<file path="src/isc_pkg.sv">
`timescale 1ns / 1ps

package isc_pkg;

    // Default store depth and coordinate width.
    localparam int MAX_SEGMENTS_DEF = 1024;
    localparam int COORD_WIDTH_DEF  = 32;

    // Fixed widths of the channel fields.
    localparam int CMD_WIDTH    = 2;
    localparam int FIELD_WIDTH  = 32;
    localparam int HIT_WIDTH    = 11;
    localparam logic [HIT_WIDTH-1:0] HIT_MAX = '1;

    typedef enum logic [CMD_WIDTH-1:0] {
        CMD_CLEAR = 2'd0,
        CMD_ADD   = 2'd1,
        CMD_QUERY = 2'd2
    } cmd_t;

    typedef enum logic [1:0] {
        ST_IDLE,
        ST_SCAN,
        ST_DRAIN,
        ST_DONE
    } state_t;

    // Commands from the controller to the datapath.
    typedef struct packed {
        logic take;
        logic scan_issue;
        logic load_out;
    } ctrl_cmd_t;

    // Status from the datapath to the controller.
    typedef struct packed {
        logic count_zero;
        logic scan_last;
        logic pipe_empty;
        logic out_free;
    } dp_stat_t;

endpackage

</file>
<file path="src/isc_ctrl.sv">
`timescale 1ns / 1ps

module isc_ctrl
    import isc_pkg::*;
(
    input  logic                 clk,
    input  logic                 rst_n,
    input  logic                 in_valid,
    input  logic [CMD_WIDTH-1:0] command,
    input  dp_stat_t             stat,
    output logic                 busy,
    output ctrl_cmd_t            cmd
);

    state_t state_reg;
    state_t state_next;

    always_ff @(posedge clk or negedge rst_n)
    begin
        if (!rst_n)
        begin
            state_reg <= ST_IDLE;
        end
        else
        begin
            state_reg <= state_next;
        end
    end

    always_comb
    begin
        state_next     = state_reg;
        cmd.take       = 1'b0;
        cmd.scan_issue = 1'b0;
        cmd.load_out   = 1'b0;
        busy           = 1'b1;
        unique case (state_reg)
            ST_IDLE:
            begin
                busy = 1'b0;
                if (in_valid)
                begin
                    cmd.take = 1'b1;
                    // A query over an empty store has nothing to scan.
                    if ((command == CMD_QUERY) && !stat.count_zero)
                    begin
                        state_next = ST_SCAN;
                    end
                    else
                    begin
                        state_next = ST_DONE;
                    end
                end
            end
            ST_SCAN:
            begin
                cmd.scan_issue = 1'b1;
                if (stat.scan_last)
                begin
                    state_next = ST_DRAIN;
                end
            end
            ST_DRAIN:
            begin
                if (stat.pipe_empty)
                begin
                    state_next = ST_DONE;
                end
            end
            ST_DONE:
            begin
                if (stat.out_free)
                begin
                    cmd.load_out = 1'b1;
                    state_next   = ST_IDLE;
                end
            end
            default:
            begin
                state_next = ST_IDLE;
            end
        endcase
    end

endmodule

</file>
<file path="config.mk">
export PLATFORM = sky130hd
export DESIGN_NAME = isc_ctrl
export DESIGN_NICKNAME = d
export VERILOG_FILES = /design/src/isc_pkg.sv /design/src/isc_ctrl.sv
export SDC_FILE = /design/constraint.sdc
export NUM_CORES = 1
export LEC_CHECK = 0
export BUFFER_PORTS_ARGS = -buffer_cell sky130_fd_sc_hd__buf_2
export CORE_AREA = 8 8 45 47
export CTS_CLUSTER_DIAMETER = 30
export DETAILED_ROUTE_END_ITERATION = 12
export DIE_AREA = 0 0 53 55
export PLACE_DENSITY = 0.5
export SETUP_SLACK_MARGIN = 0.2
export SYNTH_ARGS = -nofsm -noshare
export SYNTH_HDL_FRONTEND = slang
export SYNTH_SLANG_ARGS = --single-unit
</file>
<file path="constraint.sdc">
create_clock -name clk -period 1.3 [get_ports clk]
set_input_delay 0.065 -clock clk [delete_from_list [all_inputs] [get_ports clk]]
set_output_delay 0.065 -clock clk [all_outputs]
set_load 0.01 [all_outputs]
</file>
==> impl_metrics.py <==
metrics = {
    "worst_setup_path": {
        "critical_path_startpoint_category": "register",
        "critPathCaptureType": "register",
        "reg2reg_from": "state_reg[0]",
        "path_max_fanout": 4,
        "reg2reg_to": "state_reg[1]",
        "worst-setup-path-type": "reg2reg",
        "ff2ff_setup_slack_ps": -60,
        "r2r.worst_path.cells": 5,
        "cp_data_required_time_ps": 1400,
        "worstPathArrival_ps": 1460,
    },
    "sta": {
        "timing.final.setup_violations": 2,
        "min_period_ps": 1360,
        "grt_setup_unrepaired": "true",
        "final_max_slew_viol_count": 0,
        "max_freq_ghz": 0.737,
        "hold-worst-slack_ps": 174,
        "setup_tns_ps": -62.1,
        "finClkSkew_ps": 1.74,
        "slew-limit-headroom_pct": 85.5,
        "post-route-worst-setup-slack_ps": -57.1,
        "finalHoldViolCount": 0,
        "worst_pin_slew_ps": 217,
        "layout_worst_path_cycle_share_pct": 104,
    },
    "clock_tree": {
        "tritoncts_num_sinks": 2,
        "clock_tree_from_tritoncts": "done",
        "cts-root-buf": "sky130_fd_sc_hd__clkbuf_4",
        "clkTransAtPathRegs_ps": 30,
        "clk_path_buf_depth": 2,
        "htreeDepth": 1,
        "worst_skew_pair.late_latency_ps": 220,
        "cts-buffers-inserted": 3,
    },
    "die": {
        "dieHeight_microns": 55,
        "design.core.area_sq_um": 1380,
        "die_x_microns": 53,
        "core.rowCount": 14,
        "start_util_pct": 15.5,
        "design.portCount": 13,
        "die_ar_sq_um": 2920,
    },
    "min_path": {
        "timing.hold.worst.class": "in2async",
    },
    "global_routing": {
        "initial_antenna_violation_count": 0,
        "globalRoute.totalOverflow": 0,
        "first_global_vias": 228,
        "grt_max_degree": 5,
        "grt_usage_pct": 4.26,
        "grt_pass1_wl_microns": 890,
    },
    "yosys": {
        "synthDistinctLibCells": 12,
        "post_synth_inst_count": 22,
        "yosys_warnings": 0,
        "mean_syn_cell_area_sq_um": 9.73,
        "synth.ff_latch_count": 2,
        "syn_nets": 36,
        "synthesis.area_sq_um": 214,
        "synth-seq-area-share_pct": 23.4,
    },
    "place": {
        "routabilityCongestion": 0.701,
        "dp.cells": 53,
        "hpwl_after_dpl_microns": 446,
        "placement.io_buffers": 12,
        "dpl-instance-area_sq_um": 332,
    },
    "pwr": {
        "power_frac_comb_pct": 69.2,
        "internal_power_w": 0.000553,
        "total_leakage_power_nw": 0.197,
        "netSwitchingFraction_pct": 36.1,
        "share_clk_of_total_power_pct": 15.3,
        "power_per_cell_area_nw_per_um2": 2210,
        "power.switching_w": 0.000312,
        "seqPwrFrac_pct": 15.5,
        "worst_ir_drop_vdd_v": 0.000531,
    },
    "layout": {
        "antenna-diode-count": 0,
        "post_route_cells_drive_above_1_share_pct": 69.8,
        "fillCellCount": 147,
        "area.growth.synth_to_final_pct": 83.0,
        "largest_register_ff_count": 2,
        "fin_cells": 59,
        "final_util_pct": 28.3,
        "final_area_sq_um": 392,
        "final_nets": 59,
        "seq_area_sq_um": 50.0,
        "area_occupied_by_multi_input_gates_sq_um": 174,
    },
    "drt": {
        "drc_errors": 0,
        "vias": 225,
        "routedWlPerCell_microns": 9.12,
        "drt-vias-per-instance": 3.81,
        "route.final.wire_length_microns": 538,
        "detail-route-antenna-nets": 0,
        "drtPass1Iterations": 1,
        "dr.first_iter.drc_count": 0,
    },
    "status": {
        "failed_checks": "setup timing",
        "run_status": "complete, but fails checks",
    },
    "flow_run": {
        "cap_viol_max_count": 0,
    },
}
synthesized netlist by cell type:
cell type	instances	area [sq um]
sky130_fd_sc_hd__a21oi_1	1	5.00
sky130_fd_sc_hd__and2_1	1	6.26
sky130_fd_sc_hd__and2_2	1	7.51
sky130_fd_sc_hd__dfrtp_1	2	50.1
sky130_fd_sc_hd__ha_1	5	62.6
sky130_fd_sc_hd__inv_1	3	11.3
sky130_fd_sc_hd__mux2_4	1	15.0
sky130_fd_sc_hd__mux2i_1	1	10.0
sky130_fd_sc_hd__nand2b_1	3	18.8
sky130_fd_sc_hd__nor2_1	2	7.51
sky130_fd_sc_hd__nor3b_1	1	7.51
sky130_fd_sc_hd__o2111a_2	1	12.5
critical path, cell delays in order (launching register included):
cell and delay [ps]:
sky130_fd_sc_hd__dfrtp_1 380, sky130_fd_sc_hd__inv_2 80, sky130_fd_sc_hd__ha_2 190, sky130_fd_sc_hd__nand2b_1 60, sky130_fd_sc_hd__o2111a_2 220, sky130_fd_sc_hd__mux2_4 300
layer usage:
layer	vias to the layer above	part of all wire, %	wire length, microns	track usage, %
li1	114	-	-	-
met1	98	41	220	4.24
met2	13	45	240	6.45
met3	0	14	76	2.14
met4	0	0	0	3.88
met5	-	0	0	0
cell type report:
class	count	area share (%)
Tap cell	16	5.11
Timing Repair Buffer	18	29.1
Multi-Input combinational cell	17	44.4
Sequential cell	2	12.8
Clock buffer	3	5.75
Inverter	3	2.88
per-stage QoR:
| step | setup slack (ps) | total power, W |
|---|---|---|
| detailed placement | -111 | 0.000665 |
| global placement | -104 | 0.000661 |
| CTS | -64.6 | 0.000851 |
| global route | -95.5 | 0.000954 |
| floorplan | -37.0 | 0.000487 |
| finish | -57.1 | 0.000865 |
cell families after synthesis:
kind of cell,count (synthesis),synth area share [%]
buffers and inverters,3,5.26
multiplexers,2,11.7
adder cells (fa/ha/maj),5,29.2
AND/OR/NAND/NOR,8,22.2
flip-flops,2,23.4
AO/OA/AOI/OAI,2,8.18
how the worst max path moves through the flow:
stage / slack (ps) / to / startpoint / depth (start not counted)
finish: -60 / state_reg[1] / state_reg[0] / 5
floorplan: -40 / state_reg[1] / state_reg[1] / 5
detailed placement: -110 / state_reg[1] / state_reg[0] / 5
global placement: -100 / state_reg[1] / state_reg[0] / 5
CTS: -60 / state_reg[1] / state_reg[1] / 5
global route: -100 / state_reg[1] / state_reg[1] / 5
repair_timing:
| item | 4_1_cts | 5_1_grt |
|---|---|---|
| endpoints found under the hold margin | 2 | 0 |
| pin swaps | 2 | 3 |
| resized for setup | 2 | 2 |
| buffers inserted | 1 | 1 |
| setup endpoints to repair | 6 | 6 |
| hold buffers | 1 | 0 |
power by group through the flow:
stage	clock, W	combinational [W]	sequential [W]
final	0.000132	0.000599	0.000134
after detailed placement	0	0.000529	0.000136
after global routing	0.000148	0.000668	0.000138
after floorplan	0	0.000358	0.000129
after CTS	0.000137	0.000578	0.000136
after global placement	0	0.000525	0.000136
layout by cell type, fill, tap and decap left out, types with 2 or more instances in the layout:
cell type / count
sky130_fd_sc_hd__clkbuf_4: 3
sky130_fd_sc_hd__buf_4: 5
sky130_fd_sc_hd__nand2b_1: 3
sky130_fd_sc_hd__nor2_1: 2
sky130_fd_sc_hd__buf_2: 11
sky130_fd_sc_hd__dfrtp_1: 2
sky130_fd_sc_hd__inv_2: 3
sky130_fd_sc_hd__ha_2: 3
No activity file was read; power rests on OpenSTA's default activity.
